`config.mk`:
```
export PLATFORM = sky130hd
export DESIGN_NAME = stream_pattern_replacer_top
export DESIGN_NICKNAME = d
export VERILOG_FILES = /design/src/sv/srp_pkg.sv /design/src/sv/srp_win_cell.sv /design/src/sv/srp_out_cell.sv /design/src/sv/stream_pattern_replacer_top.sv
export SDC_FILE = /design/constraint.sdc
export NUM_CORES = 1
export LEC_CHECK = 0
export ABC_AREA = 1
export BUFFER_PORTS_ARGS = -buffer_cell sky130_fd_sc_hd__buf_2
export CAP_MARGIN = 20
export CELL_PAD_IN_SITES_DETAIL_PLACEMENT = 0
export CELL_PAD_IN_SITES_GLOBAL_PLACEMENT = 2
export CORE_MARGIN = 1.5
export CORE_UTILIZATION = 37
export DETAILED_ROUTE_END_ITERATION = 6
export PLACE_DENSITY_LB_ADDON = 0.1
export SYNTH_ARGS = -nofsm -noshare
export SYNTH_HDL_FRONTEND = slang
export SYNTH_SLANG_ARGS = --single-unit
```
`constraint.sdc`:
```
create_clock -name clk -period 10.3 [get_ports clk]
set_clock_uncertainty 0.15 [all_clocks]
set_input_delay 2.06 -clock clk [delete_from_list [all_inputs] [get_ports clk]]
set_output_delay 2.06 -clock clk [all_outputs]
set_load 0.005 [all_outputs]
```
`src/sv/srp_pkg.sv`:
```
package srp_pkg;

  // Longest search pattern and longest replacement, in bytes.
  localparam int MAX_PATTERN = 8;
  localparam int REPL_MAX = 8;

  // Width of the pattern and replacement registers.
  localparam int PAT_W = 8 * MAX_PATTERN;
  localparam int REPL_W = 8 * REPL_MAX;

  typedef logic [7:0] byte_t;
  typedef logic [3:0] cnt_t;
  typedef logic [2:0] cfg_idx_t;

  // Configuration register indexes.
  localparam cfg_idx_t REG_PATTERN_BYTES     = 3'd0;
  localparam cfg_idx_t REG_PATTERN_LENGTH    = 3'd1;
  localparam cfg_idx_t REG_REPLACEMENT_BYTES = 3'd2;
  localparam cfg_idx_t REG_REPLACEMENT_LEN   = 3'd3;

endpackage

```
`src/sv/srp_win_cell.sv`:
```
// One position of the held window. The cell keeps one held byte, shows either
// that byte or the incoming byte as its buffer byte, and compares the buffer
// byte against every pattern byte.
module srp_win_cell (
  input  logic                        clk,
  input  logic                        load,
  input  srp_pkg::byte_t              d,
  input  logic                        take_new,
  input  srp_pkg::byte_t              text_byte,
  input  logic [srp_pkg::PAT_W-1:0]   pattern,
  output srp_pkg::byte_t              cur,
  output logic [srp_pkg::MAX_PATTERN-1:0] eq
);

  srp_pkg::byte_t held;

  // Held byte, reloaded from the shifted buffer when a word is taken.
  always_ff @(posedge clk) begin
    if (load) begin
      held <= d;
    end
  end

  // The incoming byte lands just behind the last held byte.
  assign cur = take_new ? text_byte : held;

  // Compare against each pattern byte.
  always_comb begin
    for (int j = 0; j < srp_pkg::MAX_PATTERN; j++) begin
      eq[j] = (cur == pattern[8*j +: 8]);
    end
  end

endmodule

```
`src/sv/srp_out_cell.sv`:
```
// One stage of the result queue. It is loaded in parallel when a word is
// taken and otherwise hands its byte to the stage in front of it on each pop.
module srp_out_cell (
  input  logic           clk,
  input  logic           load,
  input  srp_pkg::byte_t load_byte,
  input  logic           shift,
  input  srp_pkg::byte_t next_byte,
  output srp_pkg::byte_t q
);

  // Parallel load wins over a shift in the same cycle.
  always_ff @(posedge clk) begin
    if (load) begin
      q <= load_byte;
    end else if (shift) begin
      q <= next_byte;
    end
  end

endmodule

```
`src/sv/stream_pattern_replacer_top.sv`:
```
// Streaming find and replace. Text words enter one byte at a time; every
// leftmost, non-overlapping occurrence of the configured pattern (1 to 8
// bytes) is replaced by the configured replacement (0 to 8 bytes). Bytes that
// may still start a match stay in the held window and come out later; on a
// word marked end_of_text everything held is flushed, and if that word yields
// no byte a single word with byte_present low carries end_of_output. An input
// word is taken and its k result words leave through a single output register
// at one per cycle while out_stall is low; the input stalls while more than
// the last result of the previous word is still queued, or while that last
// result is stalled. Writing the pattern or its length drops the held bytes.
// The block needs no clearing pass after reset.
module stream_pattern_replacer_top (
  input  logic                         clk,
  input  logic                         rst,
  // Input channel.
  input  logic                         in_valid,
  output logic                         in_stall,
  input  srp_pkg::byte_t               text_byte,
  input  logic                         end_of_text,
  // Output channel.
  output logic                         out_valid,
  input  logic                         out_stall,
  output srp_pkg::byte_t               out_byte,
  output logic                         byte_present,
  output logic                         end_of_output,
  // Configuration write channel.
  input  logic                         cfg_valid,
  output logic                         cfg_ready,
  input  srp_pkg::cfg_idx_t            cfg_index,
  input  logic [srp_pkg::PAT_W-1:0]    cfg_data
);

  localparam int N = srp_pkg::MAX_PATTERN;

  // Configuration registers.
  logic [srp_pkg::PAT_W-1:0]  pattern_bytes;
  srp_pkg::cnt_t              pattern_length;
  logic [srp_pkg::REPL_W-1:0] replacement_bytes;
  srp_pkg::cnt_t              replacement_length;

  // Control state.
  srp_pkg::cnt_t held_count;
  srp_pkg::cnt_t pend_count;
  logic          q_last;

  // Marker flag for the queued word set.
  logic          marker_held;

  // Window and queue signals.
  srp_pkg::byte_t       cur      [N];
  logic [N-1:0]         eq       [N];
  logic [N-1:0]         take_new;
  srp_pkg::byte_t       held_d   [N];
  srp_pkg::byte_t       q        [srp_pkg::REPL_MAX];
  srp_pkg::byte_t       q_load   [srp_pkg::REPL_MAX];

  logic          in_acc;
  logic          out_acc;
  logic          last;
  logic          full_match;
  logic          marker;
  logic [N-1:0]  ok;
  srp_pkg::cnt_t pat_len;
  srp_pkg::cnt_t repl_len;
  srp_pkg::cnt_t n0;
  srp_pkg::cnt_t n;
  srp_pkg::cnt_t s_min;
  srp_pkg::cnt_t emit_cnt;
  srp_pkg::cnt_t q_count_load;
  srp_pkg::cnt_t held_count_next;

  // Handshakes.
  assign in_acc    = in_valid && !in_stall;
  assign out_acc   = out_valid && !out_stall;
  assign cfg_ready = 1'b1;
  assign in_stall  = (pend_count > 4'd1) || ((pend_count == 4'd1) && out_stall);
  assign last      = end_of_text;

  // Effective pattern and replacement lengths.
  always_comb begin
    if (pattern_length == 4'd0) begin
      pat_len = 4'd1;
    end else if (pattern_length > 4'(N)) begin
      pat_len = 4'(N);
    end else begin
      pat_len = pattern_length;
    end
    if (replacement_length > 4'(srp_pkg::REPL_MAX)) begin
      repl_len = 4'(srp_pkg::REPL_MAX);
    end else begin
      repl_len = replacement_length;
    end
  end

  // Buffer length: held bytes plus the incoming one.
  assign n0 = (held_count >= pat_len) ? 4'd0 : held_count;
  assign n  = n0 + 4'd1;

  // Row of window cells.
  for (genvar i = 0; i < N; i++) begin : g_win
    assign take_new[i] = (4'(i) == n0);
    srp_win_cell u_cell (
      .clk       (clk),
      .load      (in_acc),
      .d         (held_d[i]),
      .take_new  (take_new[i]),
      .text_byte (text_byte),
      .pattern   (pattern_bytes),
      .cur       (cur[i]),
      .eq        (eq[i])
    );
  end

  // For each shift, whether the buffer tail from there is a pattern prefix.
  always_comb begin
    for (int s = 0; s < N; s++) begin
      ok[s] = 1'b1;
      for (int i = 0; i < N; i++) begin
        if ((i >= s) && (4'(i) < n) && !eq[i][3'(i - s)]) begin
          ok[s] = 1'b0;
        end
      end
    end
  end

  // Smallest shift that leaves a prefix; the whole buffer if none does.
  always_comb begin
    logic found;
    found = 1'b0;
    s_min = n;
    for (int s = 0; s < N; s++) begin
      if (!found && (4'(s) < n) && ok[s]) begin
        s_min = 4'(s);
        found = 1'b1;
      end
    end
  end

  assign full_match = (n == pat_len) && ok[0];

  // Number of bytes this word emits, and the empty end marker.
  always_comb begin
    if (full_match) begin
      emit_cnt = repl_len;
    end else if (last) begin
      emit_cnt = n;
    end else begin
      emit_cnt = s_min;
    end
    marker          = last && (emit_cnt == 4'd0);
    q_count_load    = marker ? 4'd1 : emit_cnt;
    held_count_next = (full_match || last) ? 4'd0 : (n - s_min);
  end

  // New window contents: the buffer moved forward by the shift.
  always_comb begin
    logic [4:0] sh;
    for (int i = 0; i < N; i++) begin
      sh = 5'(i) + {1'b0, s_min};
      held_d[i] = (sh < 5'(N)) ? cur[sh[2:0]] : 8'h00;
    end
  end

  // Result queue: replacement or buffer bytes, zero for the end marker.
  for (genvar j = 0; j < srp_pkg::REPL_MAX; j++) begin : g_out
    assign q_load[j] = marker     ? 8'h00 :
                       full_match ? replacement_bytes[8*j +: 8] : cur[j];
    if (j == srp_pkg::REPL_MAX - 1) begin : g_tail
      srp_out_cell u_cell (
        .clk       (clk),
        .load      (in_acc),
        .load_byte (q_load[j]),
        .shift     (out_acc),
        .next_byte (8'h00),
        .q         (q[j])
      );
    end else begin : g_mid
      srp_out_cell u_cell (
        .clk       (clk),
        .load      (in_acc),
        .load_byte (q_load[j]),
        .shift     (out_acc),
        .next_byte (q[j+1]),
        .q         (q[j])
      );
    end
  end

  // Output word comes from the head of the queue.
  assign out_valid     = (pend_count != 4'd0);
  assign out_byte      = q[0];
  assign byte_present  = (q[0] != 8'h00) || !(q_last && (pend_count == 4'd1)) ||
                         !marker_held;
  assign end_of_output = q_last && (pend_count == 4'd1);

  // Configuration, window count and queue count.
  always_ff @(posedge clk) begin
    if (rst) begin
      pattern_bytes      <= '0;
      pattern_length     <= 4'd1;
      replacement_bytes  <= '0;
      replacement_length <= 4'd0;
      held_count         <= 4'd0;
      pend_count         <= 4'd0;
      q_last             <= 1'b0;
      marker_held        <= 1'b0;
    end else begin
      if (in_acc) begin
        held_count  <= held_count_next;
        pend_count  <= q_count_load;
        q_last      <= last;
        marker_held <= marker;
      end else if (out_acc) begin
        pend_count <= pend_count - 4'd1;
      end
      if (cfg_valid && cfg_ready) begin
        unique case (cfg_index)
          srp_pkg::REG_PATTERN_BYTES: begin
            pattern_bytes <= cfg_data;
            held_count    <= 4'd0;
          end
          srp_pkg::REG_PATTERN_LENGTH: begin
            pattern_length <= cfg_data[3:0];
            held_count     <= 4'd0;
          end
          srp_pkg::REG_REPLACEMENT_BYTES: begin
            replacement_bytes <= cfg_data;
          end
          srp_pkg::REG_REPLACEMENT_LEN: begin
            replacement_length <= cfg_data[3:0];
          end
          default: begin
          end
        endcase
      end
    end
  end

endmodule

```
# --- Word-level counts from Yosys, hierarchy flattened ---
# Cells that the tools add are included.
totals:
  reg_bits: 242
  latch_bits: 0
  ram_bits: 0
  rom_bits: 0
  memories: 0
classes:
  add_sub_neg: 10
  n_mul: 0
  n_div: 0
  n_lt_le_gt_ge: 28
  eq_ne: 38
  n_shift: 0
  n_mux: 118
  n_bitwise: 8
  n_reduce_logical: 100
ops:
  columns: ["operator", "count"]
  rows:
  - ["8-bit two-way mux", 56]
  - ["8-bit equality test", 26]
  - ["8-bit binary-select mux with 3-bit select", 8]
  - ["4-bit two-way mux", 21]
  - ["1-bit logical AND", 47]
  - ["1-bit logical NOT", 37]
  - ["5-bit by 4-bit less-than comparator with 1-bit output, second input constant", 7]
  - ["1-bit two-way mux", 33]
  - ["4-bit >= comparator, second input constant", 8]
  - ["3-bit inverter with 4-bit output", 8]
  - ["3-bit by 4-bit adder with 5-bit output, first input constant", 4]
  - ["3-bit by 4-bit equality test with 1-bit output, first input constant", 4]
  - ["3-bit by 4-bit less-than comparator with 1-bit output, first input constant", 4]
  - ["4-bit logical NOT", 3]
  - ["2-bit by 4-bit adder with 5-bit output, first input constant", 2]
  - ["2-bit by 4-bit equality test with 1-bit output, first input constant", 2]
  - ["4-bit greater-than comparator, second input constant", 2]
  - ["1-bit by 4-bit less-than comparator with 1-bit output, first input constant", 2]
  - ["2-bit by 4-bit less-than comparator with 1-bit output, first input constant", 2]
  - ["2-bit AND reduction", 4]
  - ["8-bit nonzero test", 1]
  - ["3-bit by 2-bit equality test with 1-bit output, second input constant", 2]
  - ["1-bit by 4-bit adder with 5-bit output, first input constant", 1]
  - ["4-bit by 1-bit adder with 4-bit output, second input constant", 1]
  - ["14 further kinds", 17]

# --- Longest topological paths before layout ---
# Gate-level depths: netlist of the first run.
logic_depth:
  ltp_word: 50
  ltp_mapped: 44

# --- By module ---
# From an unflattened synthesis of the first run, not the netlist that was laid out.
hier_totals:
  hier_cells: 4734
  hier_area_um2: 26623.0
modules_own_cells:
  columns: ["module", "instances", "cells_each", "area_per_inst_um2", "seq_area_each_um2"]
  rows:
  - ["srp_win_cell", 8, 354, 1741.7, 240.2]
  - ["stream_pattern_replacer_top", 1, 1622, 9877.0, 2922.8]
  - ["srp_out_cell", 8, 35, 351.6, 240.2]

# --- Least setup slack after synthesis of the first run ---
# No wires, ideal clock.
synth_path:
  path_kind: "input port to flip-flop"
  start: "input port text_byte[0]"
  end: "register g_win[5].u_cell.held[7] (data pin)"
  setup_ns: 0.138
  arrival_time_ns: 5.348
  required_time_ns: 10.012
  path_slack_ns: 4.664
  cell_stages: 25
  n_path_buf: 3
  path_cell_list: "clkbuf_1 -> nand3_1 -> nand2_1 -> nand2_1 -> nand2_1 -> nand2_1 -> nor2_1 -> nand2_1 -> nand2_1 -> nand2_1 -> nor2_1 -> nand2_1 -> and2_1 -> nand2_1 -> nor2_1 -> nand2_1 -> nand2_1 -> clkinv_1 -> clkbuf_1 -> ha_1 -> inv_1 -> clkbuf_1 -> mux2i_1 -> nor2_1 -> nor2_1"
synth_between:
  elab_chain_cells: 43
synth_rtl:
  columns: ["item", "line_no", "source"]
  rows:
  - ["start, declared", "stream_pattern_replacer_top.sv:18", "input srp_pkg::byte_t text_byte,"]
  - ["8-bit two-way mux", "srp_win_cell.sv:25", "assign cur = take_new ? text_byte : held;"]
  - ["8-bit equality test", "srp_win_cell.sv:30", "eq[j] = (cur == pattern[8*j +: 8]);"]
  - ["1-bit logical NOT", "stream_pattern_replacer_top.sv:119", "if ((i >= s) && (4'(i) < n) && !eq[i][3'(i - s)]) begin"]
  - ["1-bit logical AND", "stream_pattern_replacer_top.sv:119", null]
  - ["1-bit two-way mux (4 in a row)", "stream_pattern_replacer_top.sv:119", null]
  - ["1-bit logical AND", "stream_pattern_replacer_top.sv:132", "if (!found && (4'(s) < n) && ok[s]) begin"]
  - ["1-bit two-way mux", "stream_pattern_replacer_top.sv:132", null]
  - ["1-bit logical NOT", "stream_pattern_replacer_top.sv:132", null]
  - ["[... 22 more ...]", null, null]
  - ["1-bit two-way mux", "stream_pattern_replacer_top.sv:132", null]
  - ["1-bit logical NOT", "stream_pattern_replacer_top.sv:132", null]
  - ["1-bit logical AND (2 in a row)", "stream_pattern_replacer_top.sv:132", null]
  - ["4-bit two-way mux (*)", "stream_pattern_replacer_top.sv:132", null]
  - ["3-bit by 4-bit adder with 5-bit output (*)", "stream_pattern_replacer_top.sv:159", "sh = 5'(i) + {1'b0, s_min};"]
  - ["3-bit inverter with 4-bit output (implied by the code)", "stream_pattern_replacer_top.sv:160", "held_d[i] = (sh < 5'(N)) ? cur[sh[2:0]] : 8'h00;"]
  - ["8-bit binary-select mux with 3-bit select", "stream_pattern_replacer_top.sv:160", null]
  - ["8-bit two-way mux (implied by the code) (2 in a row)", "stream_pattern_replacer_top.sv:160", null]
  - ["end signal, assigned", "srp_win_cell.sv:20", "held <= d;"]
  - ["end, declared", "srp_win_cell.sv:15", "srp_pkg::byte_t held;"]
# Every way passes the cells marked *; elsewhere a longest branch is shown, timed or not. The select of a mux whose other input is x is not followed.
# A chain may end at the register's enable or synchronous reset.

# --- Worst setup path after layout of the first run ---
layout_path:
  start: "register pattern_length[0]"
  end: "register g_win[7].u_cell.held[7] (data pin)"
layout_between:
  elab_chain_cells: 49
layout_rtl:
  columns: ["item", "line_no", "source"]
  rows:
  - ["start, declared", "stream_pattern_replacer_top.sv:37", "srp_pkg::cnt_t pattern_length;"]
  - ["start signal, assigned", "stream_pattern_replacer_top.sv:223", "pattern_length <= cfg_data[3:0];"]
  - ["4-bit greater-than comparator", "stream_pattern_replacer_top.sv:83", "end else if (pattern_length > 4'(N)) begin"]
  - ["4-bit two-way mux", "stream_pattern_replacer_top.sv:83", null]
  - ["4-bit two-way mux (*)", "stream_pattern_replacer_top.sv:81", "if (pattern_length == 4'd0) begin"]
  - ["4-bit >= comparator (*)", "stream_pattern_replacer_top.sv:96", "assign n0 = (held_count >= pat_len) ? 4'd0 : held_count;"]
  - ["4-bit two-way mux (*)", "stream_pattern_replacer_top.sv:96", null]
  - ["branches (longest 44 deep; another with 4-bit by 1-bit adder with 4-bit output)", null, null]
  - ["end signal, assigned", "srp_win_cell.sv:20", null]
  - ["end, declared", "srp_win_cell.sv:15", null]
# Mark *: on every way between the ends. The select of a mux whose other input is x is not followed.

==> impl_metrics.toml, run 1 <==
[power_and_ir_drop]
power.density_nw_per_um2 = 386.0
finalPower_mw = 7.563
p_leak_nw = 9.362
ir_drop_v = 0.0002874

[cells_and_area]
syn2layout_area_growth_pct = 10.61
drive_gt1_share_pct = 7.880
regArea_um2 = 6126
final_nets = 2908
num-fill-cells = 5138
multi_input_area_um2 = 10230
layout.cells.non_filler = 3437
antennaDiodeCount = 0

[global_routing]
overflow = 0
grt_max_degree = 111
grt_pass1_wl_um = 123000
gr-usage-all-layers_pct = 33.99
grt_pass1_vias = 17830
antenna_found_initial = 0

[synth]
synth_compound_area_share_pct = 13.94
syn_area_um2 = 17710
yosys.area_share.simple_pct = 39.34
synth_fa_ha_area_share_pct = 1.455
synth_edf_count = 128
synth_xor_area_share_pct = 2.373
synthMuxAreaShare_pct = 0.3391
synth_most_common_cell = "nand2_1"
synth-seq-cells = 242
netlist.area_leader.share_pct = 21.70
yosysSeqAreaShare_pct = 34.58
syn_avg_cell_area_um2 = 6.315
synthesis.nets = 2906
synth_top_cell_by_area = "edfxtp_1"
yosysWarnings = 0
synth_top_family_by_area = "simple AND/OR/NAND/NOR gates"
synth_flop_cell = "edfxtp_1"
syn_inst = 2805
synth_commonest_cells = "977 x nand2_1, 338 x nor2_1, 265 x nand3_1"
synthArstFlopShare_pct = 0
synth.distinct_cells = 51
synth_area_leaders = "edfxtp_1 22%, nand2_1 21%, dfxtp_1 13%, nand3_1 7.5%, o21ai_0 7.2%"

[clocking]
clock_path_buffers = 3
cts_setup_buffers = 0
cts_hold_buf = 0
clock_sinks = 242
cts_resized = 0
clkTransAtPathRegs_ns = 0.07
cts_max_level = 1
root_buffer = "clkbuf_16"
cts_made_buffers = 30
cts_tree = "built"
clk_latency_ns = 0.61

[sta]
rsz0062_at_grt = "no"
finalHoldViolCount = 0
fmax_mhz = 124.1
post-route-period-util_pct = 78.24
fin_ws_ns = 2.241
worstMarginPinSlew_ns = 1.073
slew_headroom_pct = 28.28
setup_viol = 0
slew_violations = 0
finalCriticalPeriod_ns = 8.059
fin_tns_setup_ns = 0

[setup_path]
crit_path_start = "pattern_length[0]$_SDFFE_PP1P_"
reg2reg_depth = 31
worstSetupStartpointType = "register"
worstSetupPathType = "register to register"
cp_max_fo = 48
critPathArrivalTime_ns = 8.28
cp_common_cell = "nand2_1"
critPathSlowestCell = "nand2_1"
r2r_setup_slack_ns = 2.24
end_kind = "register"
cp_slowest_stage_delay_ns = 0.78
timing.rr.end = "g_win[7].u_cell.held[7]$_SDFFCE_PP0P_"
required_ns = 10.52
reg2reg_from = "pattern_length[0]$_SDFFE_PP1P_"

[die]
row_count = 79
initial_core_util_pct = 37.81
die_x_um = 221.8
core_um2 = 46850
io_pins = 94
die_y_um = 221.8
dieArea_um2 = 49200

[min_path]
hold_class = "register to register"
hold_depth = 2
min_to = "marker_held$_SDFFE_PP0P_"
min_from = "marker_held$_SDFFE_PP0P_"

[route]
vias = 19380
wl_per_cell_um = 24.94
routed_wl_um = 85710
drtPass1Iterations = 6
drc = 0
detailedRoute.firstIterationViolations = 2158
viasPerCell = 5.638
ant_nets = 0

[placement]
place_hpwl_um = 65050
pre_cts_slack_ns = 2.394
portBuffers = 92
routabilityCongestion = 0.9893
dp_cells = 3382

[run]
max_cap_viol_count = 0

[status]
status = "finished, final reports clean"
layer usage:
metal	global-route usage (%)	share of wire, %	up-vias
met1	45.88	43	9176
met2	53.72	45	899
li1	-	-	9141
met3	4.002	7.2	162
met5	0	0	-
met4	17.01	5.5	0
area by class of cell:
cell class | instances | area share (%)
multi-input cells | 2211 | 52.20
clock inverters | 20 | 1.194
well taps | 607 | 3.876
flip-flops and latches | 242 | 31.27
inverters | 206 | 3.947
clock buffers | 35 | 4.247
repair buffers | 116 | 3.270
sequential cells by signal (all words and copies together) (netlist names), 4 cells and up:
name	flops
g_win.u_cell.held	64
pattern_length	4
replacement_length	4
g_out.g_mid.u_cell.q	56
g_out.g_tail.u_cell.q	8
pattern_bytes	32
pend_count	4
held_count	4
replacement_bytes	64
kinds of logic (layout without fill, tap and decap cells):
logic type / count (synthesis) / in the layout
mux: 6 / 6
simple gates: 1686 / 1686
buf+inv: 352 / 377
fa+ha+maj: 20 / 20
other cells: 1 / 1
xor+xnor: 48 / 48
compound gates: 450 / 450
flops: 242 / 242
worst max-delay path: cells and delay by family (launching register included):
| family | cells | cell delay (ns) |
|---|---|---|
| flip-flops | 1 | 0.32 |
| AO/OA/AOI/OAI | 1 | 0.07 |
| adder cells (fa/ha/maj) | 3 | 0.87 |
| AND/OR/NAND/NOR | 21 | 5.05 |
| XOR/XNOR | 1 | 0.12 |
| buffers and inverters | 5 | 1.16 |
power by group:
group          total, mW  internal [mW]  switching [mW]
Sequential          1.79           1.61           0.181
Combinational       4.62           1.25            3.37
Clock               1.15          0.682           0.470
Total               7.56           3.54            4.02
how the worst max path moves through the flow:
stage	endpoint	slack [ns]	cells after the start
after floorplan	g_win[5].u_cell.held[7]$_SDFFCE_PP0P_	4.66	25
after global placement	g_win[3].u_cell.held[0]$_SDFFCE_PP0P_	2.48	38
after detailed placement	g_win[7].u_cell.held[7]$_SDFFCE_PP0P_	2.39	38
after CTS	g_win[7].u_cell.held[7]$_SDFFCE_PP0P_	2.39	38
after global routing	g_win[7].u_cell.held[1]$_SDFFCE_PP0P_	1.64	37
final	g_win[7].u_cell.held[7]$_SDFFCE_PP0P_	2.24	31
metrics by stage:
stage	cell area, µm²	hold slack, ns	util, %
floorplan	17710	0.2775	-
global placement	18530	0.2944	39.54
detailed placement	18530	0.2998	39.54
CTS	19590	0.3087	41.82
global route	19590	0.3464	41.82
finish	19590	0.3068	41.82
cells in the final DEF, fill, tap and decap left out, types with 4 or more instances in the layout:
cell type / instances
nand2_2: 7
or2_1: 39
inv_2: 19
o21ai_0: 255
nor2_1: 337
ha_1: 19
nand4_1: 30
o21ai_1: 88
nand3_2: 4
clkinv_1: 8
nor3_1: 7
o211ai_1: 28
clkbuf_16: 32
xor2_1: 45
mux2i_1: 6
nand2_1: 974
clkinv_2: 9
a21oi_1: 56
dfxtp_1: 114
nor2_4: 4
buf_2: 92
bufinv_16: 4
edfxtp_1: 128
buf_4: 24
o21ai_4: 5
nand3b_1: 4
nand3_1: 265
inv_1: 179
Power figures use the tool's default switching activity.
==> run 2: changes to the inputs <==
--- a/config.mk
+++ b/config.mk
@@ -11,7 +11,7 @@
 export CELL_PAD_IN_SITES_DETAIL_PLACEMENT = 0
 export CELL_PAD_IN_SITES_GLOBAL_PLACEMENT = 2
 export CORE_MARGIN = 1.5
-export CORE_UTILIZATION = 37
+export CORE_UTILIZATION = 31
 export DETAILED_ROUTE_END_ITERATION = 6
 export PLACE_DENSITY_LB_ADDON = 0.1
 export SYNTH_ARGS = -nofsm -noshare
==> constraint.sdc (replaced) <==
create_clock -name clk -period 7.3 [get_ports clk]
set_clock_uncertainty 0.15 [all_clocks]
set_input_delay 1.46 -clock clk [delete_from_list [all_inputs] [get_ports clk]]
set_output_delay 1.46 -clock clk [all_outputs]
set_load 0.005 [all_outputs]
==> run 2 against run 1 <==
  * Flip-flop and latch count stayed put
  * Non-clock buffer count is 22 higher
  * Hold slack better by 0.0011 ns
  * First-iteration DRC count is 18% lower
  * Critical path type unchanged
  * Critical endpoint is now g_win[5].u_cell.held[7]$_SDFFCE_PP0P_
  * Largest cell class unchanged
==> impl_metrics.toml, run 2 (synthesized netlist as in run 1, its figures left out) <==
[die]
io_pins = 94
initial_core_util_pct = 31.41
core_um2 = 56390
dieArea_um2 = 58580
die_x_um = 242.0
row_count = 87
die_y_um = 242.0

[global_routing]
grt_max_degree = 101
overflow = 0
grt_pass1_wl_um = 129100
gr-usage-all-layers_pct = 30.30
grt_pass1_vias = 17630
antenna_found_initial = 1
grt_use_met2_pct = 48.94
met1_usage_pct = 40.94
use_met3_pct = 3.401
busiest_layer = "met2"

[setup_path]
cp_slowest_stage_delay_ns = 0.46
path_depth = 39
critPathArrivalTime_ns = 6.72
reg2reg_depth = 39
worstSetupPathType = "register to register"
cp_max_fo = 28
critical_path_buf_inv_count = 5
end_kind = "register"
r2r_setup_slack_ns = 0.77
cp_top_family = "simple AND/OR/NAND/NOR gates"
reg2reg_from = "pattern_length[0]$_SDFFE_PP1P_"
cp_common_cell = "nand2_1"
critPathSlowestCell = "ha_2"
required_ns = 7.49
worstSetupStartpointType = "register"
timing.rr.end = "g_win[5].u_cell.held[7]$_SDFFCE_PP0P_"

[power_and_ir_drop]
finalPower_mw = 10.76
pwr-share-seq_pct = 23.5
p_int_mw = 5.069
ir_drop_v = 0.0002804
power_frac_comb_pct = 61.7
swShare_pct = 52.91
power.density_nw_per_um2 = 539.5
clkPwrFrac_pct = 14.8
p_leak_nw = 9.459
p_switching_mw = 5.696

[route]
routed_wl_um = 91450
drtPass1Iterations = 5
detailedRoute.firstIterationViolations = 1767
ant_nets = 0
vias = 19200
wl_per_cell_um = 25.33
drc = 0
viasPerCell = 5.317

[sta]
finalCriticalPeriod_ns = 6.528
finalHoldViolCount = 0
worstMarginPinSlew_ns = 1.049
slew_headroom_pct = 29.59
fmax_mhz = 153.2
fin_tns_setup_ns = 0
slew_violations = 0
rsz0062_at_grt = "no"
post-route-period-util_pct = 89.42
setup_viol = 0
timing.hold.ws_ns = 0.3079

[placement]
dp_cells = 3553
portBuffers = 92
place_hpwl_um = 69890
routabilityCongestion = 0.9954

[cells_and_area]
final_cell_mix = "974 x nand2_1, 337 x nor2_1, 265 x nand3_1"
final_nets = 2931
multi_input_area_um2 = 10230
layout_commonest_cell = "nand2_1"
final_util_pct = 35.39
layout.cells.non_filler = 3611
syn2layout_area_growth_pct = 12.64
reg_top3 = "g_win.u_cell.held: 64 flops, replacement_bytes: 64 flops, g_out.g_mid.u_cell.q: 56 flops"
num-fill-cells = 6307
drive_gt1_share_pct = 8.336
regArea_um2 = 6126
antennaDiodeCount = 0

[clocking]
clk_latency_ns = 0.61
cts_hold_buf = 0
clock_sinks = 242
clkTransAtPathRegs_ns = 0.06
root_buffer = "clkbuf_16"
cts_made_buffers = 31
clock_path_buffers = 3
cts_max_level = 1
cts_tree = "built"

[min_path]
hold_class = "register to register"
hold_depth = 2
min_to = "marker_held$_SDFFE_PP0P_"
min_from = "marker_held$_SDFFE_PP0P_"

[status]
status = "finished, final reports clean"

[run]
max_cap_viol_count = 0
run 2: cell count changes in the layout (fill, tap and decap cells not counted), moves of 2 or more:
| cell | previous run | this run |
|---|---|---|
| buf_4 | 24 | 44 |
| clkinv_1 | 8 | 12 |
| clkbuf_16 | 32 | 35 |
| clkbuf_1 | 1 | 8 |
| clkbuf_8 | 2 | 4 |
| bufinv_16 | 4 | 1 |
| clkinv_2 | 9 | 3 |
| buf_12 | 0 | 2 |
run 2: routing by layer:
metal | part of all wire [%] | vias up
li1 | - | 9201
met1 | 44 | 9145
met2 | 45 | 721
met3 | 6.0 | 131
met4 | 5.0 | 0
met5 | 0 | -
run 2: worst min-delay path: cells and delay by family, from the launching register on:
family / cells / cell delay (ns)
flip-flops: 1 / 0.30
AO/OA/AOI/OAI: 1 / 0.06
buffers and inverters: 1 / 0.06
run 2: cell type report:
cell class | instances | share of cell area, %
Clock buffer | 47 | 4.816
Clock inverter | 11 | 0.4327
Tap cell | 756 | 4.741
Sequential cell | 242 | 30.70
Multi-Input combinational cell | 2211 | 51.27
Timing Repair Buffer | 138 | 4.164
Inverter | 206 | 3.875
run 2: worst max path at each step:
stage / startpoint / to / slack [ns]
final: pattern_length[0]$_SDFFE_PP1P_ / g_win[5].u_cell.held[7]$_SDFFCE_PP0P_ / 0.77
after floorplan: pattern_length[0]$_SDFFE_PP1P_ / g_win[5].u_cell.held[7]$_SDFFCE_PP0P_ / 1.88
after detailed placement: held_count[3]$_SDFF_PP0_ / g_win[5].u_cell.held[7]$_SDFFCE_PP0P_ / 0.63
after global placement: pattern_length[0]$_SDFFE_PP1P_ / g_win[3].u_cell.held[0]$_SDFFCE_PP0P_ / 0.55
after global routing: pattern_length[0]$_SDFFE_PP1P_ / g_win[1].u_cell.held[6]$_SDFFCE_PP0P_ / 0.19
after CTS: held_count[3]$_SDFF_PP0_ / g_win[5].u_cell.held[7]$_SDFFCE_PP0P_ / 0.56
run 2: through the flow:
| stage | setup WS (ns) | area [µm²] |
|---|---|---|
| after floorplan | 1.881 | 17710 |
| after global placement | 0.5531 | 18900 |
| after detailed placement | 0.6279 | 18900 |
| after CTS | 0.5620 | 19950 |
| after global routing | 0.1886 | 19950 |
| final | 0.7725 | 19950 |
run 2: power groups by stage:
stage	registers (mW)	logic (mW)	clock network, mW
floorplan	2.42	4.29	0
CTS	2.54	6.59	1.63
global placement	2.57	6.57	0
finish	2.53	6.64	1.59
detailed placement	2.56	6.56	0
global route	2.57	7.35	1.68
run 2: timing repair:
| item | 4_1_cts | 5_1_grt |
|---|---|---|
| endpoints found under the setup margin | 0 | 6 |
| resized for setup | 0 | 1 |
| buffers inserted | 0 | 0 |
==> run 3: changes to the inputs <==
--- a/config.mk
+++ b/config.mk
@@ -8,12 +8,10 @@
 export ABC_AREA = 1
 export BUFFER_PORTS_ARGS = -buffer_cell sky130_fd_sc_hd__buf_2
 export CAP_MARGIN = 20
-export CELL_PAD_IN_SITES_DETAIL_PLACEMENT = 0
-export CELL_PAD_IN_SITES_GLOBAL_PLACEMENT = 2
 export CORE_MARGIN = 1.5
-export CORE_UTILIZATION = 31
+export CORE_UTILIZATION = 57
 export DETAILED_ROUTE_END_ITERATION = 6
-export PLACE_DENSITY_LB_ADDON = 0.1
+export PLACE_DENSITY = 0.78
 export SYNTH_ARGS = -nofsm -noshare
 export SYNTH_HDL_FRONTEND = slang
 export SYNTH_SLANG_ARGS = --single-unit
==> run 3 against run 2 <==
  * The flow now finishes with violations (DRC)
  * Worst setup slack lost 0.33 ns
  * Critical path depth shrank 6
  * Count of clock-buffer cells in the layout shrank 15
  * Largest power group unchanged
  * Register-to-register slack lost 0.33 ns
  * Cell count shrank 10%
  * Total power is essentially flat
  * Clock power shrank 6%
  * Highest routed layer is now met5
  * Via count grew 8.2%
  * Sequential power is essentially flat
==> impl_metrics.toml, run 3 (synthesized netlist as in run 1, its figures left out) <==
[setup_path]
worstSetupPathType = "register to register"
cp_max_fo = 32
cp_common_cell = "nand2_1"
reg2reg_from = "held_count[3]$_SDFF_PP0_"
timing.rr.end = "g_win[7].u_cell.held[2]$_SDFFCE_PP0P_"
reg2reg_depth = 33
worstSetupStartpointType = "register"
critPathSlowestCell = "dfxtp_1"
critPathArrivalTime_ns = 7.13
required_ns = 7.57
cp_slowest_stage_delay_ns = 0.53
end_kind = "register"
r2r_setup_slack_ns = 0.45

[power_and_ir_drop]
ir_drop_v = 0.0004258
clkPwrFrac_pct = 13.9
swShare_pct = 53.86
power_frac_comb_pct = 62.6
power.density_nw_per_um2 = 556.9
pwr-share-seq_pct = 23.6
p_switching_mw = 5.801
p_int_mw = 4.970
p_leak_nw = 9.370
finalPower_mw = 10.77

[global_routing]
grt_pass1_wl_um = 117000
grt_pass1_vias = 18870
overflow = 0
gr-usage-all-layers_pct = 50.21
grt_max_degree = 106
antenna_found_initial = 5

[sta]
fmax_mhz = 145.9
slew_headroom_pct = 31.09
finalCriticalPeriod_ns = 6.853
worstMarginPinSlew_ns = 1.034
fin_tns_setup_ns = 0
rsz0062_at_grt = "no"
slew_violations = 0
finalHoldViolCount = 0
setup_viol = 0
post-route-period-util_pct = 93.88

[min_path]
hold_depth = 2
min_to = "marker_held$_SDFFE_PP0P_"
min_from = "marker_held$_SDFFE_PP0P_"
hold_class = "register to register"

[clocking]
clkTransAtPathRegs_ns = 0.07
clock_sinks = 242
cts_max_level = 1
cts_setup_buffers = 0
cts_tree = "built"
root_buffer = "clkbuf_16"
clk_latency_ns = 0.57
cts_made_buffers = 27
clock_path_buffers = 3

[route]
routed_wl_um = 82280
vias = 20780
viasPerCell = 6.423
wl_per_cell_um = 25.44
drtPass1Iterations = 7
drc = 21
detailedRoute.firstIterationViolations = 3280
ant_nets = 0

[die]
row_count = 64
die_x_um = 179.3
core_um2 = 30590
dieArea_um2 = 32140
die_y_um = 179.3
initial_core_util_pct = 57.91
io_pins = 94

[placement]
place_area_um2 = 18360
portBuffers = 92
place_hpwl_um = 60220
routabilityCongestion = 1.135

[cells_and_area]
final_nets = 2917
syn2layout_area_growth_pct = 9.183
layout_commonest_cell = "nand2_1"
final_cell_mix = "975 x nand2_1, 337 x nor2_1, 265 x nand3_1"
num-fill-cells = 2790
final_util_pct = 63.22
drive_gt1_share_pct = 7.896
reg_top3 = "g_win.u_cell.held: 64 flops, replacement_bytes: 64 flops, g_out.g_mid.u_cell.q: 56 flops"
final_cell_area_um2 = 19340

[run]
max_cap_viol_count = 0

[status]
violations = "DRC"
status = "complete, but fails checks"
[run 3: changes by cell type in the layout (fill, tap and decap cells not counted), sizes merged]
cell      before  now
buf          138  128
bufinv         1    4
clkbuf        47   32
clkinv        16   18
clkinvlp       0    1
diode          0    2
inv          200  201
[run 3: layout make-up]
class	count	area, µm²	share of cell area [%]
Clock buffer	32	737.0	3.811
Inverter	206	775.7	4.011
Multi-Input combinational cell	2211	10220	52.84
Timing Repair Buffer	128	768.2	3.972
Sequential cell	242	6126	31.67
Antenna cell	2	5.005	0.02588
Tap cell	396	495.5	2.562
Clock inverter	18	214.0	1.106
[run 3: critical path, delay by kind of cell (launching register included)]
family                     cells  cell delay (ns)
buffers and inverters          7             1.18
adders and majority gates      3             0.83
and+or+nand+nor               22             3.74
DFF                            1             0.53
AOI/OAI and AO/OA              1             0.26
[run 3: routing by layer]
| metal | up-vias | wire [µm] | global-route usage, % | part of all wire (%) |
|---|---|---|---|---|
| li1 | 9165 | - | - | - |
| met1 | 9435 | 28480 | 58.99 | 35 |
| met2 | 1741 | 34750 | 75.87 | 42 |
| met3 | 427 | 11120 | 15.16 | 14 |
| met4 | 10 | 7866 | 40.19 | 9.6 |
| met5 | - | 61 | 0 | 0.074 |
[run 3: power groups by stage]
stage | combinational, mW | sequential [mW] | clock (mW)
after detailed placement | 6.29 | 2.54 | 0
after global placement | 6.09 | 2.53 | 0
final | 6.74 | 2.54 | 1.49
after global routing | 7.20 | 2.56 | 1.52
after CTS | 6.36 | 2.52 | 1.47
after floorplan | 4.29 | 2.42 | 0
[run 3: how the worst max path moves through the flow]
stage,from,to,slack (ns),cells after the start
finish,held_count[3]$_SDFF_PP0_,g_win[7].u_cell.held[2]$_SDFFCE_PP0P_,0.45,33
global route,pattern_length[0]$_SDFFE_PP1P_,g_win[7].u_cell.held[2]$_SDFFCE_PP0P_,0.02,39
CTS,held_count[3]$_SDFF_PP0_,g_win[1].u_cell.held[3]$_SDFFCE_PP0P_,0.73,32
detailed placement,pattern_length[0]$_SDFFE_PP1P_,g_win[5].u_cell.held[2]$_SDFFCE_PP0P_,0.79,36
global placement,pattern_length[0]$_SDFFE_PP1P_,g_win[5].u_cell.held[0]$_SDFFCE_PP0P_,0.98,35
floorplan,pattern_length[0]$_SDFFE_PP1P_,g_win[5].u_cell.held[7]$_SDFFCE_PP0P_,1.88,36
[run 3: through the flow]
stage	hold slack [ns]	setup WS [ns]	std cells
4_1_cts	0.3041	0.7262	3232
6_report	0.2991	0.4465	3235
3_3_place_gp	0.2894	0.9811	3182
5_1_grt	0.3510	0.01889	3233
2_1_floorplan	0.2775	1.881	2805
3_5_place_dp	0.2946	0.7925	3182
[run 3: timing repair]
item	4_1_cts	5_1_grt
endpoints found under the setup margin	0	6
resized for setup	0	2
hold buffers	0	0
